File: config.mk
export PLATFORM = sky130hd
export DESIGN_NAME = ptq_datapath
export DESIGN_NICKNAME = d
export VERILOG_FILES = /design/src/ptq_pkg.sv /design/src/ptq_ram.sv /design/src/ptq_datapath.sv
export SDC_FILE = /design/constraint.sdc
export NUM_CORES = 2
export LEC_CHECK = 0
export ABC_CLOCK_PERIOD_IN_PS = 3750
export BUFFER_PORTS_ARGS = -buffer_cell sky130_fd_sc_hd__buf_4
export CAP_MARGIN = 20
export CORE_ASPECT_RATIO = 1.2
export CORE_UTILIZATION = 25
export CTS_CLUSTER_DIAMETER = 100
export DETAILED_ROUTE_END_ITERATION = 8
export SYNTH_ARGS = -nofsm -noshare
export SYNTH_HDL_FRONTEND = slang
export SYNTH_SLANG_ARGS = --single-unit
File: constraint.sdc
create_clock -name clk -period 3.75 [get_ports clk]
set_input_delay 0.375 -clock clk [delete_from_list [all_inputs] [get_ports clk]]
set_output_delay 0.375 -clock clk [all_outputs]
set_load 0.02 [all_outputs]
File: src/ptq_pkg.sv
`timescale 1ns / 1ps
// ----------------------------------------------------------------------------
// ptq_pkg: shared types and constants of the priority transmit queues
// Action, result kind and register codes, field widths, reset values and the
// command and status bundles between controller and datapath.
// ----------------------------------------------------------------------------
package ptq_pkg;

  // Default geometry
  localparam int DEF_QUEUE_DEPTH = 16;
  localparam int DEF_CLASS_COUNT = 4;

  // Field widths
  localparam int ACT_W   = 2;
  localparam int CLS_W   = 2;
  localparam int TAG_W   = 16;
  localparam int RATE_W  = 4;
  localparam int KIND_W  = 2;
  localparam int TOT_W   = 32;
  localparam int RUN_W   = 8;
  localparam int FAIL_W  = 2;
  localparam int ENTRY_W = TAG_W + RATE_W;

  // Configuration port
  localparam int CFG_IDX_W  = 1;
  localparam int CFG_DATA_W = 8;

  // Rate adaptation constants
  localparam logic [FAIL_W-1:0] FAIL_LIMIT     = 2'd3;
  localparam logic [RATE_W-1:0] RESET_MAX_RATE = 4'd11;
  localparam logic [RUN_W-1:0]  RESET_PROBE    = 8'd10;
  localparam logic [RUN_W-1:0]  RUN_MAX        = 8'd255;

  // Input actions
  localparam logic [ACT_W-1:0] ACT_ENQUEUE = 2'd0;
  localparam logic [ACT_W-1:0] ACT_FLUSH   = 2'd1;
  localparam logic [ACT_W-1:0] ACT_OUTCOME = 2'd2;

  // Result kinds
  localparam logic [KIND_W-1:0] KIND_STATUS = 2'd0;
  localparam logic [KIND_W-1:0] KIND_FRAME  = 2'd1;
  localparam logic [KIND_W-1:0] KIND_RATE   = 2'd2;

  // Register indexes
  localparam logic [CFG_IDX_W-1:0] CFG_MAX_RATE = 1'd0;
  localparam logic [CFG_IDX_W-1:0] CFG_PROBE    = 1'd1;

  // Controller to datapath commands
  typedef struct packed {
    logic enq;
    logic outcome;
    logic pop;
    logic empty_flush;
  } ptq_cmd_t;

  // Datapath to controller status
  typedef struct packed {
    logic any_queued;
    logic res_last;
  } ptq_status_t;

endpackage

File: src/ptq_ram.sv
`timescale 1ns / 1ps
// ----------------------------------------------------------------------------
// ptq_ram: generic single-write, single-read RAM
// One write port, one read port with read enable and registered read data.
// ----------------------------------------------------------------------------
module ptq_ram #(
  parameter int WIDTH = 8,
  parameter int DEPTH = 16
) (
  input  logic                     clk,
  input  logic                     we,
  input  logic [$clog2(DEPTH)-1:0] waddr,
  input  logic [WIDTH-1:0]         wdata,
  input  logic                     re,
  input  logic [$clog2(DEPTH)-1:0] raddr,
  output logic [WIDTH-1:0]         rdata
);

  logic [WIDTH-1:0] mem [DEPTH];

  // Write and registered read; read data holds while re is low
  always_ff @(posedge clk) begin
    if (we) begin
      mem[waddr] <= wdata;
    end
    if (re) begin
      rdata <= mem[raddr];
    end
  end

endmodule

File: src/ptq_datapath.sv
`timescale 1ns / 1ps
// ----------------------------------------------------------------------------
// ptq_datapath: queue bookkeeping, rate adaptation and result register
// Holds heads, counts, the frame memory, rate state, counters, the
// configuration registers and the registered result fields.
// ----------------------------------------------------------------------------
module ptq_datapath import ptq_pkg::*; #(
  parameter int QUEUE_DEPTH = DEF_QUEUE_DEPTH,
  parameter int CLASS_COUNT = DEF_CLASS_COUNT
) (
  input  logic                  clk,
  input  logic                  rst,
  input  ptq_cmd_t              cmd,
  output ptq_status_t           status,
  input  logic [CLS_W-1:0]      access_class,
  input  logic [TAG_W-1:0]      frame_tag,
  input  logic                  success,
  input  logic                  cfg_we,
  input  logic [CFG_IDX_W-1:0]  cfg_index,
  input  logic [CFG_DATA_W-1:0] cfg_data,
  output logic [KIND_W-1:0]     kind,
  output logic                  dropped,
  output logic [TOT_W-1:0]      drop_total,
  output logic                  has_frame,
  output logic [TAG_W-1:0]      out_tag,
  output logic [CLS_W-1:0]      out_class,
  output logic [RATE_W-1:0]     out_rate,
  output logic                  last,
  output logic [RATE_W-1:0]     current_rate,
  output logic [TOT_W-1:0]      fallback_total
);

  localparam int IDX_W  = $clog2(QUEUE_DEPTH);
  localparam int SUM_W  = IDX_W + 1;
  localparam int CNT_W  = $clog2(QUEUE_DEPTH + 1);
  localparam int CIDX_W = $clog2(CLASS_COUNT);
  localparam int SLOTS  = CLASS_COUNT * QUEUE_DEPTH;
  localparam int ADDR_W = $clog2(SLOTS);
  localparam logic [ADDR_W-1:0] DEPTH_A   = ADDR_W'(QUEUE_DEPTH);
  localparam logic [SUM_W-1:0]  DEPTH_S   = SUM_W'(QUEUE_DEPTH);
  localparam logic [CNT_W-1:0]  DEPTH_C   = CNT_W'(QUEUE_DEPTH);
  localparam logic [IDX_W-1:0]  LAST_SLOT = IDX_W'(QUEUE_DEPTH - 1);
  localparam logic [CLS_W:0]    CLASS_LIM = (CLS_W + 1)'(CLASS_COUNT);

  // Queue state
  logic [CNT_W-1:0] counts [CLASS_COUNT];
  logic [IDX_W-1:0] heads  [CLASS_COUNT];

  // Rate state and counters
  logic [RATE_W-1:0] rate_index;
  logic [RUN_W-1:0]  success_run;
  logic [FAIL_W-1:0] failure_run;
  logic [TOT_W-1:0]  drop_counter;
  logic [TOT_W-1:0]  fallback_counter;
  logic [RATE_W-1:0] max_rate;
  logic [RUN_W-1:0]  probe_successes;

  // Result register
  logic [KIND_W-1:0] res_kind;
  logic              res_dropped;
  logic [TOT_W-1:0]  res_total;
  logic              res_has_frame;
  logic [CLS_W-1:0]  res_class;
  logic              res_last;
  logic [RATE_W-1:0] res_rate;

  // Enqueue path
  logic              class_ok;
  logic [CIDX_W-1:0] enq_cls;
  logic              enq_full;
  logic              enq_store;
  logic [SUM_W-1:0]  slot_sum;
  logic [IDX_W-1:0]  enq_slot;
  logic [ADDR_W-1:0] wr_addr;

  // Pop path
  logic [CIDX_W-1:0] sel;
  logic              any_queued;
  logic              lower_any;
  logic              pop_last;
  logic [IDX_W-1:0]  head_adv;
  logic [ADDR_W-1:0] rd_addr;

  // Rate path
  logic [RATE_W-1:0] rate_next;
  logic [RUN_W-1:0]  success_next;
  logic [FAIL_W-1:0] failure_next;
  logic [TOT_W-1:0]  fallback_next;

  logic [ENTRY_W-1:0] rd_entry;

  // Locate the write slot of the addressed queue
  always_comb begin
    class_ok  = {1'b0, access_class} < CLASS_LIM;
    enq_cls   = access_class[CIDX_W-1:0];
    enq_full  = counts[enq_cls] >= DEPTH_C;
    enq_store = cmd.enq && class_ok && !enq_full;
    slot_sum  = SUM_W'(heads[enq_cls]) + SUM_W'(counts[enq_cls]);
    if (slot_sum >= DEPTH_S) begin
      enq_slot = IDX_W'(slot_sum - DEPTH_S);
    end else begin
      enq_slot = IDX_W'(slot_sum);
    end
    wr_addr = ADDR_W'(enq_cls) * DEPTH_A + ADDR_W'(enq_slot);
  end

  // Pick the highest non-empty class and check whether this pop ends the run
  always_comb begin
    sel        = '0;
    any_queued = 1'b0;
    for (int c = 0; c < CLASS_COUNT; c++) begin
      if (counts[c] != '0) begin
        sel        = CIDX_W'(c);
        any_queued = 1'b1;
      end
    end
    lower_any = 1'b0;
    for (int c = 0; c < CLASS_COUNT; c++) begin
      if ((CIDX_W'(c) < sel) && (counts[c] != '0)) begin
        lower_any = 1'b1;
      end
    end
    pop_last = (counts[sel] == CNT_W'(1)) && !lower_any;
    head_adv = (heads[sel] == LAST_SLOT) ? '0 : heads[sel] + 1'b1;
    rd_addr  = ADDR_W'(sel) * DEPTH_A + ADDR_W'(heads[sel]);
  end

  // Step the rate up on a long enough success run, down on three failures
  always_comb begin
    rate_next     = rate_index;
    success_next  = success_run;
    failure_next  = failure_run;
    fallback_next = fallback_counter;
    if (success) begin
      failure_next = '0;
      success_next = (success_run < RUN_MAX) ? success_run + 1'b1 : success_run;
      if ((success_next >= probe_successes) && (rate_index < max_rate)) begin
        rate_next    = rate_index + 1'b1;
        success_next = '0;
      end
    end else begin
      success_next = '0;
      failure_next = (failure_run < FAIL_LIMIT) ? failure_run + 1'b1 : failure_run;
      if ((failure_next >= FAIL_LIMIT) && (rate_index != '0)) begin
        rate_next     = rate_index - 1'b1;
        failure_next  = '0;
        fallback_next = fallback_counter + 1'b1;
      end
    end
  end

  // Frame memory: tag with the rate stamped at enqueue
  ptq_ram #(
    .WIDTH (ENTRY_W),
    .DEPTH (SLOTS)
  ) u_store (
    .clk   (clk),
    .we    (enq_store),
    .waddr (wr_addr),
    .wdata ({rate_index, frame_tag}),
    .re    (cmd.pop),
    .raddr (rd_addr),
    .rdata (rd_entry)
  );

  // Update queue, rate and configuration state
  always_ff @(posedge clk) begin
    if (rst) begin
      for (int c = 0; c < CLASS_COUNT; c++) begin
        counts[c] <= '0;
        heads[c]  <= '0;
      end
      rate_index       <= '0;
      success_run      <= '0;
      failure_run      <= '0;
      drop_counter     <= '0;
      fallback_counter <= '0;
      max_rate         <= RESET_MAX_RATE;
      probe_successes  <= RESET_PROBE;
    end else begin
      if (cfg_we) begin
        unique case (cfg_index)
          CFG_MAX_RATE: max_rate        <= cfg_data[RATE_W-1:0];
          CFG_PROBE:    probe_successes <= cfg_data;
          default:      ;
        endcase
      end
      if (cmd.enq && class_ok) begin
        if (enq_full) begin
          drop_counter <= drop_counter + 1'b1;
        end else begin
          counts[enq_cls] <= counts[enq_cls] + 1'b1;
        end
      end
      if (cmd.pop) begin
        counts[sel] <= counts[sel] - 1'b1;
        heads[sel]  <= head_adv;
      end
      if (cmd.outcome) begin
        rate_index       <= rate_next;
        success_run      <= success_next;
        failure_run      <= failure_next;
        fallback_counter <= fallback_next;
      end
    end
  end

  // Load the result register; fields outside the kind stay zero
  always_ff @(posedge clk) begin
    if (rst) begin
      res_last <= 1'b0;
    end else begin
      priority if (cmd.enq) begin
        res_kind      <= KIND_STATUS;
        res_dropped   <= !(class_ok && !enq_full);
        res_total     <= (class_ok && enq_full) ? drop_counter + 1'b1 : drop_counter;
        res_has_frame <= 1'b0;
        res_class     <= '0;
        res_last      <= 1'b0;
        res_rate      <= '0;
      end else if (cmd.pop) begin
        res_kind      <= KIND_FRAME;
        res_dropped   <= 1'b0;
        res_total     <= '0;
        res_has_frame <= 1'b1;
        res_class     <= CLS_W'(sel);
        res_last      <= pop_last;
        res_rate      <= '0;
      end else if (cmd.empty_flush) begin
        res_kind      <= KIND_FRAME;
        res_dropped   <= 1'b0;
        res_total     <= '0;
        res_has_frame <= 1'b0;
        res_class     <= '0;
        res_last      <= 1'b1;
        res_rate      <= '0;
      end else if (cmd.outcome) begin
        res_kind      <= KIND_RATE;
        res_dropped   <= 1'b0;
        res_total     <= fallback_next;
        res_has_frame <= 1'b0;
        res_class     <= '0;
        res_last      <= 1'b0;
        res_rate      <= rate_next;
      end
    end
  end

  assign status.any_queued = any_queued;
  assign status.res_last   = res_last;

  // Drive result fields; frame fields come straight from the memory read
  assign kind           = res_kind;
  assign dropped        = res_dropped;
  assign drop_total     = (res_kind == KIND_STATUS) ? res_total : '0;
  assign fallback_total = (res_kind == KIND_RATE) ? res_total : '0;
  assign has_frame      = res_has_frame;
  assign out_tag        = res_has_frame ? rd_entry[TAG_W-1:0] : '0;
  assign out_rate       = res_has_frame ? rd_entry[ENTRY_W-1:TAG_W] : '0;
  assign out_class      = res_class;
  assign last           = res_last;
  assign current_rate   = res_rate;

endmodule

Word level (Yosys, flattened, before mapping) --
Memories as Yosys holds them, arrays and structs flattened. A register that Yosys moved wholly into a read port is not among the register bits. Index checks and enable logic that the tools add are counted.
Cells by class: multiply operators 0, equal/unequal tests 3, bitwise gates (word level) 2, reduce and logical (&&, ||, !) cells 26, div/mod/pow operators 0, multiplexer cells 67, shift-type cells 0, add/subtract/negate cells 13, magnitude comparators 11
Operators with widths (count):
- 2-to-1 mux 32 bit | 9
- adder 32 x 1 -> 32 bit (second input constant) | 2
- 2-to-1 mux 1 bit | 32
- 2-to-1 mux 4 bit | 8
- 2-to-1 mux 2 bit | 12
- 2-to-1 mux 8 bit | 3
- nonzero test 5 bit | 4
- 2-to-1 mux 16 bit | 1
- adder 6 x 4 -> 6 bit | 2
- greater-or-equal comparator 5 bit (second input constant) | 2
- 2-to-1 mux 5 bit | 2
- OR reduction 5 bit | 2
- adder 4 x 1 -> 4 bit (second input constant) | 2
- adder 8 x 1 -> 8 bit (second input constant) | 1
- greater-or-equal comparator 8 bit | 1
- logical AND 1 bit | 8
- < comparator 8 bit (second input constant) | 1
- nonzero test 4 bit | 2
- subtractor 4 x 1 -> 4 bit (second input constant) | 2
- AND reduction 2 bit | 3
- adder 4 x 5 -> 5 bit | 1
- adder 5 x 1 -> 5 bit (second input constant) | 1
- == test 5 x 1 -> 1 bit (second input constant) | 1
- subtractor 5 x 1 -> 5 bit (second input constant) | 1
- other kinds (15) | 19
Storage, ports and cells: memories 3, output and inout bits 97, register bits after elaboration 133, memory bits (read-only) 0, bits in latches 0, bits of input ports 35, memory bits (writable) 1316, word-level logic and storage cells 140
Memories:
- u_store.mem | depth 64, width 20, read ports 1, clocked after memory_dff 1, wr ports 1, RTL line ptq_ram.sv:19 | logic [WIDTH-1:0] mem [DEPTH];
- counts | depth 4, width 5, read ports 6, clocked after memory_dff 0, wr ports 4, RTL line ptq_datapath.sv:46 | logic [CNT_W-1:0] counts [CLASS_COUNT];
- heads | depth 4, width 4, read ports 2, clocked after memory_dff 0, wr ports 4, RTL line ptq_datapath.sv:47 | logic [IDX_W-1:0] heads [CLASS_COUNT];

Longest topological paths before layout --
An unclocked memory read counts as a cell.
depth after elaboration 14, gate-level depth with buffers 16, gate-level depth less buffers 15

By module --
Synthesis repeated with hierarchy kept, for this count alone.
Second synthesis, totals: cell total of the unflattened synthesis 3355, area, all modules 59762.3 sq um
By module, submodules not included:
- ptq_ram | times used 1, cells each 2243, area an instance 49695.2 sq um, seq. area each 39037.4 sq um
- ptq_datapath | times used 1, cells each 1112, area an instance 10067.2 sq um, seq. area each 4164.0 sq um

Least setup slack after synthesis --
No wires, ideal clock.
path type input -> register, start point input access_class[0], end point memory u_store.mem[60][0] (netlist bit) (enable), slack -0.381 ns, path buffers 2, arrival 3.734 ns, required time 3.353 ns, stages 10, setup time 0.397 ns, path through buf_2 > buf_1 > mux4_2 > ha_1 > a21o_1 > a21oi_1 > xnor2_1 > xor2_1 > nand3_1 > nor2_1
On the way: word-level cells in the longest chain between the ends 6, elaborated cells on any way between the ends 12, those cells by class 3 x add/sub; 2 x order compare; 3 x mux; 2 x reduce/logical; 2 x memory
Ends and longest elaborated chain:
- start, declared | RTL line ptq_datapath.sv:15 | input logic [CLS_W-1:0] access_class,
- parallel branches: the longest is 6 deep, another holds adder 6 x 4 -> 6 bit
- end, declared | RTL line ptq_ram.sv:19
Several ways; the timed one is not identified.

==> out/metrics.csv <==
metric,value,unit
outcome,finished with violations,
violated checks,"antenna rules, setup timing",
Initial DRT Pass Iterations,5,
Syn Area/Cell,14.0,um^2
Total GRT Usage,0.149,
placed cell count,7683,
post-layout min period,3.87,ns
initial antenna violation count,16,
number of DRC markers in iteration 0,4155,
grt ovf,0,
Netlist cell types,71,
Slew Limit Headroom,0.296,
die height,538,um
M2 GR Usage,0.247,
CTS max path bufs,3,
worst skew pair latency,0.82,ns
period utilization,1.03,
R2R depth,15,
I/O pin total,132,
CP Launch Type,flip-flop,
Max Fanout on Critical Path,53,
unrepaired setup endpoints after global routing,true,
clk sinks,1469,
highest clock rate,258,MHz
Final WS setup,-0.119,ns
FP Rows,196,
Initial Utilization,0.251,
total count of hold-check failures in the final report,0,
Slew Limit Fails,0,
largest net degree at the start of global routing,107,
Placeable Area,0.238,mm^2
Top Usage Layer GRT,met2,
GPL Wtd Cong,0.919,
Vias,38820,
input/output buffers,131,
Mapped Cells,4278,
H-tree depth,4,
CTS root buf,clkbuf_16,
Worst R2R Start,counts[1][0],
final net count,4794,
data arrival time of the critical path,4.54,ns
die area,0.241,mm^2
"commonest non-fill, non-tap cell in the layout",edfxtp_1,
Layout area overhead,23.2,%
synthesized net count,4337,
Worst R2R End,u_store.rdata[16],
CTS buffer count,141,
vias per cell,4.82,
critical path capture point type,flip-flop,
Final ANT Viol Nets,1,
CTS tree,done,
VDD IR max,0.565,mV
Fillers,23249,
"Critical Path, Cell by Cell","or4_4, buf_6, o21ai_2, a21o_1, and2_4, buf_4, clkbuf_16, buf_12, buf_16, nand2_1, nand3_1, nand3_1, buf_4, o211ai_1, or4_1",
Yosys reg bits,1469,
"Seq/Total Area, Yosys",0.723,
Post-Syn Area,0.0597,mm^2
Finished Layout Cells,8049,
dpl ws,-0.281,ns
GR Util met1,0.181,
Critical-path top delay cell,or4_4,
number of global-route vias before repair,37290,
number of flops mapped to enable cells by yosys,1378,
Final setup viols,6,
CP peak stage delay,0.59,ns
type of the worst setup path,flip-flop to flip-flop,
post-DP HPWL,118000,um
pin slew with the least headroom to its limit,1.06,ns
met3 Use GR,0.0307,
# Max-Cap Violations,0,
Layout Utilization,0.310,
share of cells above drive strength 1,0.194,
# DRC,0,
die width,448,um
wire per inst,23.3,um
"commonest non-fill, non-tap cells in the layout","edfxtp_1, nand2_1, buf_4, nand3_1, mux2i_1",
worst setup path end,u_store.rdata[16],
leakage power,24.7,nW
first-pass GRT wire length,262000,um
final WL,188000,um
HP Class,primary input to flip-flop,
Power Dens Cells,621,mW/mm^2
Setup Skew,0.0419,ns
Worst EP required,4.42,ns
FF-to-FF setup slack,-0.12,ns
Synth Warn #,0,
post-synthesis async set-or-reset flop share,0,
CP Launch Point,counts[1][0],
Most used DFF post-synth,edfxtp_1,
clock-pin slew on the worst setup and hold paths,0.06,ns
## metrics by stage
step | setup TNS, ns | area, um^2 | hold WS [ns] | power (W)
global route | -0.781 | 73600 | 0.0468 | 0.0471
detailed placement | -1.40 | 67500 | 0.449 | 0.0303
floorplan | -332.31 | 59800 | 0.436 | 0.0251
global placement | -1.08 | 67500 | 0.448 | 0.0303
CTS | -0.178 | 72500 | 0.0266 | 0.0448
finish | -0.402 | 73600 | 0.0698 | 0.0457
## sequential cells by signal, summed over array words and instances, names as in the netlist, 2 cells and up
| name | flops |
|---|---|
| probe_successes | 8 |
| heads | 16 |
| kind | 2 |
| success_run | 8 |
| res_total | 32 |
| max_rate | 4 |
| rate_index | 4 |
| u_store.rdata | 20 |
| out_class | 2 |
| u_store.mem | 1280 |
| drop_counter | 32 |
| counts | 20 |
| fallback_counter | 32 |
| current_rate | 4 |
| failure_run | 2 |
## power breakdown
part	switching, W	total (W)	internal [W]	leakage [nW]
sequential	0.000271	0.0187	0.0184	13.6
combinational	0.00794	0.0128	0.00488	8.94
clock	0.00646	0.0142	0.00775	2.20
total	0.0147	0.0457	0.0311	24.7
## metal layers
layer,part of all wire,routed length (um),up-vias
li1,-,-,17007
met1,0.38,71000,19672
met2,0.48,90400,1744
met3,0.083,15500,381
met4,0.057,10700,16
met5,0.00051,95,-
## synthesized netlist by cell type (23+ instances only)
library cell  count  area share
a21oi_1         151       0.013
a31oi_1          32      0.0034
a32oi_1          44      0.0064
and2_1           97       0.010
and3_1           26      0.0027
buf_1            27      0.0017
buf_2            69      0.0058
clkbuf_1        123      0.0077
dfxtp_1          91       0.030
edfxtp_1       1378        0.69
ha_1             23      0.0048
inv_1            41      0.0026
mux2i_1         229       0.038
mux4_2           59       0.022
nand2_1         823       0.052
nand3_1         288       0.024
nand4_1          76      0.0080
nor2_1          187       0.012
nor4_1           30      0.0031
o21ai_0          43      0.0036
o22ai_1         103       0.011
or3_1            34      0.0036
xnor2_1          59      0.0086
xor2_1           67      0.0098
## critical path, delay by kind of cell (launching register included)
kind / cells / cell delay [ns]
buffers and inverters: 6 / 1.09
flip-flops: 1 / 0.41
AO/OA/AOI/OAI: 3 / 0.81
AND/OR/NAND/NOR: 6 / 1.42
## what timing repair did
item,CTS,global route
setup buffers,12,42
gates resized for setup,20,95
endpoints found under the setup margin,11,35
hold buffers,12,0
hold endpoints to repair,18,0
gates cloned,2,12
pin swaps,8,34
## logic make-up after synthesis
kind of cell	synth area share
flip-flops	0.723
adder cells (fa/ha/maj)	0.00515
XOR/XNOR	0.0185
AND/OR/NAND/NOR	0.123
buffers and inverters	0.0197
multiplexers	0.0608
AO/OA/AOI/OAI	0.0494
## cell type report
class                   count  area (um^2)  area share
diodes                     28         70.1    0.000952
flip-flops and latches   1469        43200       0.587
clock inverters            88          868      0.0118
repair buffers            545         5640      0.0766
clock buffers             173         3690      0.0502
inverters                  44          190     0.00258
well taps                3168         3960      0.0539
multi-input cells        2534        16000       0.217
## how the worst min path moves through the flow
| stage | startpoint | end | depth (start not counted) |
|---|---|---|---|
| 6_report | cmd[1] | last | 2 |
| 5_1_grt | cmd[1] | last | 2 |
| 4_1_cts | cmd[2] | success_run[2] | 3 |
| 3_5_place_dp | probe_successes[5] | probe_successes[5] | 2 |
| 3_3_place_gp | probe_successes[2] | probe_successes[2] | 2 |
| 2_1_floorplan | probe_successes[2] | probe_successes[2] | 2 |
Power figures use the tool's default switching activity.
