===== config.mk =====
export PLATFORM = sky130hd
export DESIGN_NAME = ptq_ctrl
export DESIGN_NICKNAME = d
export VERILOG_FILES = /design/src/ptq_pkg.sv /design/src/ptq_ctrl.sv
export SDC_FILE = /design/constraint.sdc
export NUM_CORES = 1
export LEC_CHECK = 0
export BUFFER_PORTS_ARGS = -buffer_cell sky130_fd_sc_hd__buf_2
export CAP_MARGIN = 30
export CORE_AREA = 4 4 41 43
export DETAILED_ROUTE_END_ITERATION = 10
export DIE_AREA = 0 0 45 47
export PLACE_DENSITY_LB_ADDON = 0.25
export SYNTH_ARGS = -nofsm -noshare
export SYNTH_HDL_FRONTEND = slang
export SYNTH_SLANG_ARGS = --single-unit

===== constraint.sdc =====
create_clock -name clk -period 1.4 [get_ports clk]
set_input_delay 0.42 -clock clk [delete_from_list [all_inputs] [get_ports clk]]
set_output_delay 0.42 -clock clk [all_outputs]
set_load 0.02 [all_outputs]

===== src/ptq_pkg.sv =====
`timescale 1ns / 1ps
// ----------------------------------------------------------------------------
// ptq_pkg: shared types and constants of the priority transmit queues
// Action, result kind and register codes, field widths, reset values and the
// command and status bundles between controller and datapath.
// ----------------------------------------------------------------------------
package ptq_pkg;

  // Default geometry
  localparam int DEF_QUEUE_DEPTH = 16;
  localparam int DEF_CLASS_COUNT = 4;

  // Field widths
  localparam int ACT_W   = 2;
  localparam int CLS_W   = 2;
  localparam int TAG_W   = 16;
  localparam int RATE_W  = 4;
  localparam int KIND_W  = 2;
  localparam int TOT_W   = 32;
  localparam int RUN_W   = 8;
  localparam int FAIL_W  = 2;
  localparam int ENTRY_W = TAG_W + RATE_W;

  // Configuration port
  localparam int CFG_IDX_W  = 1;
  localparam int CFG_DATA_W = 8;

  // Rate adaptation constants
  localparam logic [FAIL_W-1:0] FAIL_LIMIT     = 2'd3;
  localparam logic [RATE_W-1:0] RESET_MAX_RATE = 4'd11;
  localparam logic [RUN_W-1:0]  RESET_PROBE    = 8'd10;
  localparam logic [RUN_W-1:0]  RUN_MAX        = 8'd255;

  // Input actions
  localparam logic [ACT_W-1:0] ACT_ENQUEUE = 2'd0;
  localparam logic [ACT_W-1:0] ACT_FLUSH   = 2'd1;
  localparam logic [ACT_W-1:0] ACT_OUTCOME = 2'd2;

  // Result kinds
  localparam logic [KIND_W-1:0] KIND_STATUS = 2'd0;
  localparam logic [KIND_W-1:0] KIND_FRAME  = 2'd1;
  localparam logic [KIND_W-1:0] KIND_RATE   = 2'd2;

  // Register indexes
  localparam logic [CFG_IDX_W-1:0] CFG_MAX_RATE = 1'd0;
  localparam logic [CFG_IDX_W-1:0] CFG_PROBE    = 1'd1;

  // Controller to datapath commands
  typedef struct packed {
    logic enq;
    logic outcome;
    logic pop;
    logic empty_flush;
  } ptq_cmd_t;

  // Datapath to controller status
  typedef struct packed {
    logic any_queued;
    logic res_last;
  } ptq_status_t;

endpackage


===== src/ptq_ctrl.sv =====
`timescale 1ns / 1ps
// ----------------------------------------------------------------------------
// ptq_ctrl: transaction controller of the priority transmit queues
// Accepts items, issues datapath commands and runs flush sequences one
// frame per output transaction.
// ----------------------------------------------------------------------------
module ptq_ctrl import ptq_pkg::*; (
  input  logic             clk,
  input  logic             rst,
  input  logic             item_valid,
  output logic             item_ready,
  input  logic [ACT_W-1:0] action,
  output logic             out_valid,
  input  logic             out_ready,
  output ptq_cmd_t         cmd,
  input  ptq_status_t      status
);

  typedef enum logic [1:0] {
    S_IDLE  = 2'b01,
    S_FLUSH = 2'b10
  } state_t;

  state_t state;
  state_t state_next;
  logic   out_valid_next;
  logic   accept;

  // In idle, take a new item once the result register is free or being freed
  assign item_ready = (state == S_IDLE) && (!out_valid || out_ready);
  assign accept     = item_valid && item_ready;

  // Sequence commands
  always_comb begin
    state_next     = state;
    out_valid_next = out_valid && !out_ready;
    cmd            = '0;
    unique case (state)
      S_IDLE: begin
        if (accept) begin
          unique case (action)
            ACT_ENQUEUE: begin
              cmd.enq        = 1'b1;
              out_valid_next = 1'b1;
            end
            ACT_FLUSH: begin
              out_valid_next = 1'b1;
              if (status.any_queued) begin
                cmd.pop    = 1'b1;
                state_next = S_FLUSH;
              end else begin
                cmd.empty_flush = 1'b1;
              end
            end
            ACT_OUTCOME: begin
              cmd.outcome    = 1'b1;
              out_valid_next = 1'b1;
            end
            default: out_valid_next = 1'b0;
          endcase
        end
      end
      S_FLUSH: begin
        out_valid_next = 1'b1;
        if (out_ready) begin
          if (status.res_last) begin
            out_valid_next = 1'b0;
            state_next     = S_IDLE;
          end else begin
            cmd.pop = 1'b1;
          end
        end
      end
      default: begin
        state_next     = S_IDLE;
        out_valid_next = 1'b0;
      end
    endcase
  end

  always_ff @(posedge clk) begin
    if (rst) begin
      state     <= S_IDLE;
      out_valid <= 1'b0;
    end else begin
      state     <= state_next;
      out_valid <= out_valid_next;
    end
  end

`ifndef NO_ASSERTIONS
  // A flush run always has a frame on show
  a_flush_valid: assert property (@(posedge clk) disable iff (rst)
    (state == S_FLUSH) |-> out_valid)
    else $error("flush state without a valid result");

  // Pop only from a non-empty queue set
  a_pop_queued: assert property (@(posedge clk) disable iff (rst)
    cmd.pop |-> status.any_queued)
    else $error("pop issued with all queues empty");

  // Leave a flush run only after its last frame is taken
  a_flush_exit: assert property (@(posedge clk) disable iff (rst)
    (state == S_FLUSH && !(out_ready && status.res_last)) |=> (state == S_FLUSH))
    else $error("flush run ended early");

  // At most one datapath command per cycle
  a_one_cmd: assert property (@(posedge clk) disable iff (rst)
    $onehot0({cmd.enq, cmd.outcome, cmd.pop, cmd.empty_flush}))
    else $error("conflicting datapath commands");
`endif

endmodule


After elaboration in Yosys (flattened, before gate mapping)
Cells that the tools add are included.
Storage, ports and cells
  word-level logic and storage cells: 41
  register bits after elaboration: 3
  input bits: 8
Cells by class
  equality and inequality tests: 9
  mux-type cells: 21
  reductions and logical operators: 9
Operator list (number)
  2-bit 2-to-1 mux: 7
  1-bit 2-to-1 mux: 10
  2-bit != test (second input constant): 4
  5-bit AND reduction: 1
  2-bit by 1-bit equality test with 1-bit output (second input constant): 2
  2-bit equality test (second input constant): 2
  4-bit 2-to-1 mux: 1
  1-bit case mux with 2 select lines: 2
  2-bit case mux with 2 select lines: 1
  1-bit logical AND: 3
  3-bit OR reduction: 1
  1-bit zero test: 2
  2-bit zero test: 1
  2-bit by 1-bit != test with 1-bit output (second input constant): 1
  1-bit logical OR: 1

Depth between registers and ports, before layout
Gate-level depths: netlist of the first run.
  depth in word-level cells: 6
  gate-level depth with buffers: 5
  depth with buffers taken out: 5

Least setup slack after synthesis of the first run
Ideal clock, no wire load.
  kind: reg2out
  from: reg state[1]
  to: out cmd[0] in the netlist's numbering
  slack: -0.411 ns
  required time: 0.980 ns
  arrival: 1.391 ns
  cell stages (with the launch flop): 5
  path buffers: 0
  path through: dfxtp_1 -> inv_1 -> ha_1 -> nand3_1 -> nor4_1
RTL lines
  from (decl): RTL line ptq_ctrl.sv:24  | state_t state;
  from (signal assigned): RTL line ptq_ctrl.sv:86  | state <= state_next;
  to (decl): RTL line ptq_ctrl.sv:15  | output ptq_cmd_t cmd,

==> run_results.csv, run 1 <==
group,metric,value,unit
yosys,synth_edf_count,0,
grt,antenna_found_initial,0,
clocking,clock-root-buffer,"clkbuf_4",
floorplan,die-area,0.00212,mm²
sta,tightest_slew,0.208,ns
grt,grt_pass1_vias,310,
critical_path,critPathRequiredTime,0.98,ns
power_and_ir_drop,p_seq_share,25.3,%
job,cap_violations,0,
clocking,cts_tree,"yes",
cells_and_area,layout-drive-gt1-share,74.5,%
floorplan,rows,13,
yosys,ys_ff_latch,3,
power_and_ir_drop,p_sw_share,29.6,%
yosys,syn-cell-area,243,µm²
routing,dr.first_iter.drc_count,4,
cells_and_area,diodes,0,
worst_hold_path,hp-class,"in -> reg",
routing,route.detailed.drc,0,
critical_path,start_kind,"flop",
routing,wl_per_cell,10.3,µm
yosys,async_reset_ff_share,0,%
power_and_ir_drop,p_sw,0.000111,W
yosys,synth_seq_area_share,24.7,%
yosys,ys.warnings.count,0,
sta,slew_headroom,86.2,%
power_and_ir_drop,power.leakage,0.250,nW
yosys,synth_cell_types,22,
power_and_ir_drop,pwr-share-comb,33.1,%
clocking,cts_buffers,3,
routing,via_per_inst,4.16,
critical_path,crit_family,"simple AND/OR/NAND/NOR gates",
critical_path,critPathArrivalTime,1.27,ns
critical_path,crit_buf_inv,2,
floorplan,io_pins,14,
power_and_ir_drop,vdd_drop_max,0.194,mV
sta,timing.final.ws_setup,-0.288,ns
clocking,htree_levels,1,
sta,finalCriticalPeriod,1.69,ns
grt,grt_usage,8.52,%
routing,firstDrtPassIters,4,
grt,grt-ovfl-total,0,
place,port_buffers,13,
sta,rsz0062_at_grt,"yes",
critical_path,critPathMaxStageDelay,0.31,ns
critical_path,cp_slowest_cell,"dfxtp_2",
clocking,hold_buffers,0,
grt,grt_max_degree,5,
clocking,clkTransAtPathRegs,0.04,ns
sta,setup_viol,5,
sta,fin_crit_sh,121,%
routing,drtAntennaViolNets,0,
power_and_ir_drop,power.total,0.000375,W
floorplan,fp.coreArea,0.00130,mm²
floorplan,die_w,45,µm
yosys,yosys-top-cells-area,"dfxtp_1 (25%), ha_1 (10%), a311oi_2 (6.2%)",
sta,finalHoldViolCount,0,
yosys,yosysTopAreaCell,"dfxtp_1",
place,hpwl,606,µm
clocking,clk_path_buf_depth,2,
clocking,insertion_delay,0.24,ns
cells_and_area,fin_nets,66,
sta,timing.fmax,592,MHz
yosys,avgSynthCellArea,8.67,µm²
floorplan,die_h,47,µm
cells_and_area,n_fill_cell,148,
yosys,synth_common_cells,"dfxtp_1 (3), a21oi_1 (2), ha_1 (2), inv_1 (2), nand2_1 (2)",
power_and_ir_drop,intPower,0.000264,W
clocking,clock-sinks,3,
power_and_ir_drop,power_frac_clock,41.6,%
critical_path,crit_type,"reg -> out",
critical_path,endpoint_kind,"primary output",
run_status,violations,"setup timing",
place,place.gp.congestion,0.776,
routing,vias,291,
power_and_ir_drop,powerDensity,746,mW/mm²
cells_and_area,area_delta_synth_final,107,%
sta,whs,0.369,ns
sta,slew_viol_final,0,
grt,grt_first_pass_wirelength,1220,µm
routing,wl,724,µm
yosys,synth_top_area_share,24.7,%
yosys,yosysMostFrequentCell,"dfxtp_1",
yosys,syn_inst,28,
critical_path,crit_chain,"inv_2 > ha_4 > nand3_4 > nor4_4 > buf_4",
yosys,syn_nets,38,
sta,final.setup_skew,0.000703,ns
critical_path,cp_max_fo,3,
floorplan,start_util,18.7,%
run_status,outcome,"finished with violations",
yosys,synth_ff_type,"dfxtp_1",
==> worst paths after layout <==
kind / from / end / slack [ns] / depth (start not counted)
max: state[1]$_SDFFE_PP0P_ / cmd[0] / -0.29 / 5
min: rst / out_valid$_SDFF_PP0_ / 0.37 / 2
max reg2reg: state[1]$_SDFFE_PP0P_ / state[1]$_SDFFE_PP0P_ / 0.06 / 5
min reg2reg: state[0]$_SDFFE_PP1P_ / state[0]$_SDFFE_PP1P_ / 0.50 / 2
==> routing by layer <==
layer  share of wire (%)  global-route usage [%]  vias to the layer above  wire length, µm
met2                  47                    13.0                        6              339
met3                 4.3                    3.83                        4               31
met1                  46                    9.05                      126              332
met4                 2.9                    7.02                        0               21
li1                    -                       -                      155                -
met5                   0                       0                        -                0
==> power by group through the flow <==
stage,Combinational [W],Sequential [W],Clock [W]
2_1_floorplan,0.0000570,0.0000989,0
3_3_place_gp,0.000118,0.0000960,0
3_5_place_dp,0.000117,0.0000959,0
4_1_cts,0.000125,0.0000951,0.000166
5_1_grt,0.000134,0.0000954,0.000175
6_report,0.000124,0.0000950,0.000156
==> registers in the layout (all words and copies together) (netlist names) <==
signal / count
out_valid: 1
state: 2
==> cell families after synthesis <==
| logic type | Yosys count | share of synthesized area (%) |
|---|---|---|
| compound gates | 7 | 22.7 |
| fa+ha+maj | 2 | 10.3 |
| flops | 3 | 24.7 |
| buf+inv | 3 | 4.64 |
| simple gates | 13 | 37.6 |
==> stage by stage <==
step / TNS [ns] / setup slack [ns] / instances / instance area, µm² / util, %
after floorplan: -0.0701 / -0.0677 / 28 / 297 / -
after global placement: -0.781 / -0.231 / 66 / 455 / 35.0
after detailed placement: -0.809 / -0.238 / 66 / 455 / 35.0
after CTS: -1.32 / -0.305 / 70 / 500 / 38.5
after global routing: -1.63 / -0.396 / 70 / 503 / 38.7
final: -1.22 / -0.288 / 70 / 503 / 38.7
==> cells in the final DEF, fill, tap and decap left out <==
master    count
a21bo_2       1
o21a_1        1
nand3b_1      1
o21ai_1       1
nand3_4       1
ha_4          1
buf_4        14
clkbuf_4      3
nand4_1       1
inv_1         1
or2_1         1
nand2b_4      1
inv_2         2
nor4_4        1
ha_1          1
buf_2         8
a21oi_1       1
and4b_1       1
nor3_2        1
a21oi_2       1
nor3b_2       1
a311oi_2      1
a21o_1        1
clkbuf_1      1
nand2_1       1
nand2_2       1
and3b_1       1
dfxtp_1       1
dfxtp_2       2
and2_2        1
buf_6         1
==> area by class of cell <==
class | instances | area [µm²] | area share [%]
Multi-Input combinational cell | 22 | 228 | 45.3
Sequential cell | 3 | 62.6 | 12.4
Inverter | 3 | 11.3 | 2.24
Clock buffer | 4 | 26.3 | 5.22
Tap cell | 15 | 18.8 | 3.73
Timing Repair Buffer | 23 | 156 | 31.1
==> timing repair <==
| action | 4_1_cts | 5_1_grt |
|---|---|---|
| gates resized for setup | 9 | 1 |
| cloned | 0 | 0 |
| pin swaps | 2 | 1 |
| endpoints found under the setup margin | 5 | 6 |
| setup buffers | 0 | 0 |
Note: power is estimated with default switching activity, not from simulation.
==> inputs of run 2 (changes only) <==
--- a/config.mk
+++ b/config.mk
@@ -10,7 +10,7 @@
 export CORE_AREA = 4 4 41 43
 export DETAILED_ROUTE_END_ITERATION = 10
 export DIE_AREA = 0 0 45 47
-export PLACE_DENSITY_LB_ADDON = 0.25
+export SETUP_SLACK_MARGIN = 0.4
 export SYNTH_ARGS = -nofsm -noshare
 export SYNTH_HDL_FRONTEND = slang
 export SYNTH_SLANG_ARGS = --single-unit
==> run 2 against run 1 <==
Compared with the run above:
- the flow still finishes with violations (setup timing)
- highest routed layer is now met3
- routed wire length down 4.6%
- combinational power up 10%
- critical endpoint unchanged
- via count grew 5.8%
- final cell count increased by 2.9%
- first-iteration DRC count up 25%
- final area up 12%
- critical path depth stayed put
==> run_results.csv, run 2 (synthesis gave the netlist of run 1 again) <==
group,metric,value,unit
worst_hold_path,hp-class,"in -> reg",
place,dp.cells,66,
cells_and_area,fin_cells,72,
grt,antenna_found_initial,0,
critical_path,crit_chain,"inv_2 > ha_4 > nand3_4 > nor4_4 > buf_4",
sta,slew_viol_final,0,
clocking,htree_levels,1,
run_status,outcome,"finished with violations",
cells_and_area,most-common-layout-cells,"buf_4 (14), buf_2 (7), buf_6 (4)",
grt,grt_pass1_vias,321,
critical_path,cp_max_fo,3,
routing,via_per_inst,4.28,
sta,whs,0.385,ns
clocking,clk_path_buf_depth,2,
sta,tightest_slew,0.188,ns
floorplan,io_pins,14,
routing,drtAntennaViolNets,0,
routing,vias,308,
grt,grt_first_pass_wirelength,1170,µm
floorplan,die_w,45,µm
routing,firstDrtPassIters,4,
clocking,clock-sinks,3,
sta,finalHoldViolCount,0,
cells_and_area,area_delta_synth_final,131,%
floorplan,rows,13,
floorplan,fp.coreArea,0.00130,mm²
power_and_ir_drop,powerDensity,681,mW/mm²
floorplan,die-area,0.00212,mm²
place,hpwl,553,µm
floorplan,die_h,47,µm
sta,finalCriticalPeriod,1.67,ns
routing,wl,691,µm
cells_and_area,fin_nets,68,
power_and_ir_drop,vdd_drop_max,0.440,mV
place,port_buffers,13,
critical_path,critPathRequiredTime,0.98,ns
critical_path,start_kind,"flop",
job,cap_violations,0,
cells_and_area,top_regs,"state (2), out_valid (1)",
clocking,clkTransAtPathRegs,0.04,ns
sta,setup_viol,5,
cells_and_area,final_common_cell,"buf_4",
floorplan,start_util,18.7,%
routing,route.detailed.drc,0,
clocking,insertion_delay,0.23,ns
cells_and_area,diodes,0,
cells_and_area,layout-drive-gt1-share,80.7,%
grt,grt-ovfl-total,0,
grt,grt_usage,7.58,%
cells_and_area,largest_reg_flops,2,
sta,timing.final.ws_setup,-0.273,ns
clocking,cts_buffers,3,
sta,rsz0062_at_grt,"yes",
critical_path,endpoint_kind,"primary output",
cells_and_area,top_register,"state",
place,preCtsSetupSlack,-0.235,ns
place,place.gp.congestion,0.672,
sta,slew_headroom,87.4,%
routing,wl_per_cell,9.60,µm
cells_and_area,final_cell_area,562,µm²
sta,fin_crit_sh,119,%
power_and_ir_drop,power.leakage,0.262,nW
critical_path,crit_type,"reg -> out",
sta,final.setup_skew,0.000227,ns
cells_and_area,n_fill_cell,137,
place,placed_area,477,µm²
critical_path,critPathArrivalTime,1.25,ns
grt,grt_max_degree,6,
clocking,cts_tree,"yes",
routing,dr.first_iter.drc_count,5,
critical_path,critPathMaxStageDelay,0.32,ns
clocking,clock-root-buffer,"clkbuf_4",
critical_path,cp_slowest_cell,"dfxtp_2",
run_status,violations,"setup timing",
sta,timing.fmax,598,MHz
run 2: final timing paths:
path | startpoint | to | slack [ns] | depth (start not counted)
min reg2reg | state[1]$_SDFFE_PP0P_ | state[1]$_SDFFE_PP0P_ | 0.60 | 2
min | rst | out_valid$_SDFF_PP0_ | 0.39 | 2
max reg2reg | state[0]$_SDFFE_PP1P_ | state[1]$_SDFFE_PP0P_ | 0.05 | 6
max | state[1]$_SDFFE_PP0P_ | cmd[0] | -0.27 | 5
run 2: power by group:
group          total [W]  internal (W)  leakage, nW  switching (W)
Sequential     0.0000966     0.0000916       0.0249     0.00000499
Combinational   0.000137     0.0000750        0.222      0.0000619
Clock           0.000149      0.000107       0.0150      0.0000427
run 2: per-layer routing:
metal	routed length (µm)	part of all wire, %	track usage [%]	up-vias
li1	-	-	-	160
met1	277	40	8.62	141
met2	387	56	13.8	7
met3	26	3.8	1.15	0
met4	0	0	3.51	0
met5	0	0	0	-
run 2: area by class of cell:
| type | count | area [µm²] | share of cell area, % |
|---|---|---|---|
| multi-input combinational | 22 | 254 | 45.2 |
| timing repair buffer | 25 | 185 | 33.0 |
| sequential | 3 | 63.8 | 11.4 |
| clock buffer | 4 | 26.3 | 4.68 |
| tap | 15 | 18.8 | 3.34 |
| inverter | 3 | 13.8 | 2.45 |
run 2: per-stage QoR:
step                      setup TNS [ns]  power (W)  util [%]
after detailed placement          -0.726   0.000215      36.6
after CTS                          -1.19   0.000380      41.3
after global routing               -1.45   0.000407      43.2
final                              -1.13   0.000383      43.2
after floorplan                  -0.0700   0.000159         -
after global placement            -0.723   0.000215      36.6
run 2: timing repair:
item	in CTS	in global routing
buffers inserted	1	1
pin swaps	3	2
setup endpoints to repair	9	9
hold buffers	0	0
gates resized for setup	10	4
run 2: critical path: cells and delay by family, from the launching register on:
| kind | cells | cell delay (ns) |
|---|---|---|
| fa+ha+maj | 1 | 0.14 |
| flops | 1 | 0.32 |
| simple gates | 2 | 0.33 |
| buf+inv | 2 | 0.24 |
==> inputs of run 3 (changes only) <==
==> constraint.sdc (replaced) <==
create_clock -name clk -period 1.95 [get_ports clk]
set_input_delay 0.585 -clock clk [delete_from_list [all_inputs] [get_ports clk]]
set_output_delay 0.585 -clock clk [all_outputs]
set_load 0.02 [all_outputs]
==> run 3 against run 2 <==
Compared with the run above:
- sequential cell count did not move
- largest power group unchanged
- the run now ends clean
- total power fell by 29%
- setup slack improved by 0.34 ns
- highest routed layer unchanged
- clock power fell by 29%
- critical path type is now in -> out
- routed wire length rose by 9.1%
- global-route usage rose by 1.3 points
- critical path depth did not move
- clock skew rose by 0.00090 ns
- largest cell class unchanged
==> run_results.csv, run 3 (synthesis gave the netlist of run 1 again) <==
group,metric,value,unit
clocking,clkTransAtPathRegs,0.03,ns
clocking,clk_path_buf_depth,2,
floorplan,die_w,45,µm
place,place.gp.congestion,0.723,
floorplan,start_util,18.7,%
clocking,cts_buffers,3,
sta,setup_viol,0,
cells_and_area,ff_latch_area,62.6,µm²
critical_path,cp_max_fo,4,
cells_and_area,area_delta_synth_final,123,%
sta,finalCriticalPeriod,1.88,ns
sta,tightest_slew,0.187,ns
critical_path,critPathMaxStageDelay,0.26,ns
critical_path,start_kind,"primary input",
critical_path,critPathRequiredTime,1.36,ns
sta,whs,0.511,ns
worst_hold_path,min_from,"state[0]$_SDFFE_PP1P_",
routing,wl,754,µm
power_and_ir_drop,power.total,0.000273,W
sta,finalHoldViolCount,0,
grt,antenna_found_initial,0,
critical_path,crit_type,"in -> out",
clocking,hold_buffers,0,
cells_and_area,multi_input_area,235,µm²
sta,slew_headroom,87.4,%
place,dp.cells,58,
routing,wl_per_cell,10.8,µm
floorplan,die-area,0.00212,mm²
worst_hold_path,hp-class,"reg -> reg",
sta,timing.fmax,532,MHz
clocking,insertion_delay,0.23,ns
power_and_ir_drop,powerDensity,503,mW/mm²
cells_and_area,top_register,"state",
cells_and_area,largest_reg_flops,2,
sta,timing.final.ws_setup,0.0686,ns
floorplan,rows,13,
clocking,cts_tree,"yes",
grt,grt_max_degree,5,
cells_and_area,diodes,0,
critical_path,endpoint_kind,"primary output",
sta,final.setup_skew,0.00112,ns
critical_path,critPathArrivalTime,1.30,ns
clocking,htree_levels,1,
routing,firstDrtPassIters,2,
sta,fin_crit_sh,96.5,%
sta,final.setup.tns,0,ns
run_status,outcome,"finished clean",
critical_path,r2r_cells,7,
grt,grt_first_pass_wirelength,1300,µm
floorplan,io_pins,14,
cells_and_area,n_fill_cell,136,
routing,drtAntennaViolNets,0,
floorplan,die_h,47,µm
critical_path,reg2reg_from,"state[1]$_SDFFE_PP0P_",
routing,route.detailed.drc,0,
floorplan,fp.coreArea,0.00130,mm²
power_and_ir_drop,power.leakage,0.264,nW
sta,rsz0062_at_grt,"yes",
place,port_buffers,13,
grt,grt_pass1_vias,312,
routing,via_per_inst,4.34,
cells_and_area,most-common-layout-cells,"buf_4 (9), buf_6 (8), buf_2 (6)",
critical_path,regToRegEndpoint,"state[1]$_SDFFE_PP0P_",
place,hpwl,515,µm
critical_path,crit_buf_inv,3,
critical_path,ff2ff_setup_slack,0.61,ns
cells_and_area,fin_cells,70,
job,cap_violations,0,
cells_and_area,final_common_cell,"buf_4",
power_and_ir_drop,vdd_drop_max,0.231,mV
clocking,clock-sinks,3,
grt,grt-ovfl-total,0,
worst_hold_path,hold-path-cell-count,2,
clocking,clock-root-buffer,"clkbuf_4",
sta,slew_viol_final,0,
cells_and_area,fin_nets,66,
critical_path,crit_family,"buffers and inverters",
worst_hold_path,whs_endpoint,"state[0]$_SDFFE_PP1P_",
grt,grt_usage,8.91,%
cells_and_area,top_regs,"state (2), out_valid (1)",
critical_path,cp_slowest_cell,"nor4_4",
cells_and_area,layout-drive-gt1-share,74.5,%
place,preCtsSetupSlack,-0.0501,ns
critical_path,crit_chain,"buf_2 > buf_6 > nand2_2 > nor4_4 > buf_4",
routing,vias,304,
routing,dr.first_iter.drc_count,3,
[run 3: cell types whose count changed in the layout (fill, tap and decap cells not counted), sizes merged]
cell  previous run  this run
buf             25        23
[run 3: where the power goes]
part / switching [W] / internal (W)
registers: 0.00000299 / 0.0000654
logic: 0.0000444 / 0.0000537
clock network: 0.0000297 / 0.0000765
total: 0.0000771 / 0.000196
[run 3: worst max path at each step]
stage	from	end	slack, ns	depth (start not counted)
6_report	action[0]	cmd[0]	0.07	5
5_1_grt	state[1]$_SDFFE_PP0P_	cmd[0]	0.007	5
3_3_place_gp	out_ready	cmd[0]	-0.03	5
2_1_floorplan	out_ready	cmd[0]	0.14	3
3_5_place_dp	out_ready	cmd[0]	-0.05	5
4_1_cts	action[1]	cmd[1]	0.06	5
[run 3: worst min-delay path: stages (launching register included)]
cell	delay, ns
dfxtp_2	0.33
inv_1	0.07
o21ai_1	0.07
[run 3: layer usage]
| metal | routed length [µm] | part of all wire, % | global-route usage (%) |
|---|---|---|---|
| met3 | 52 | 6.9 | 7.28 |
| met4 | 0 | 0 | 0 |
| met5 | 0 | 0 | 0 |
| met1 | 286 | 38 | 8.60 |
| met2 | 416 | 55 | 15.8 |
[run 3: final cells by class]
cell class                 instances  share of cell area, %
multi-input combinational         22                   43.4
tap                               15                   3.46
sequential                         3                   11.5
clock buffer                       4                   4.85
inverter                           3                   2.08
timing repair buffer              23                   34.6
[run 3: metrics by stage]
step,utilization [%],instance area [µm²]
final,41.6,542
after global routing,41.6,542
after CTS,39.4,513
after detailed placement,29.4,383
after global placement,29.4,383
after floorplan,-,284
[run 3: timing repair]
| item | 4_1_cts | 5_1_grt |
|---|---|---|
| endpoints found under the setup margin | 5 | 5 |
| gates resized for setup | 18 | 3 |
| buffers inserted | 6 | 2 |
| pin swaps | 6 | 4 |
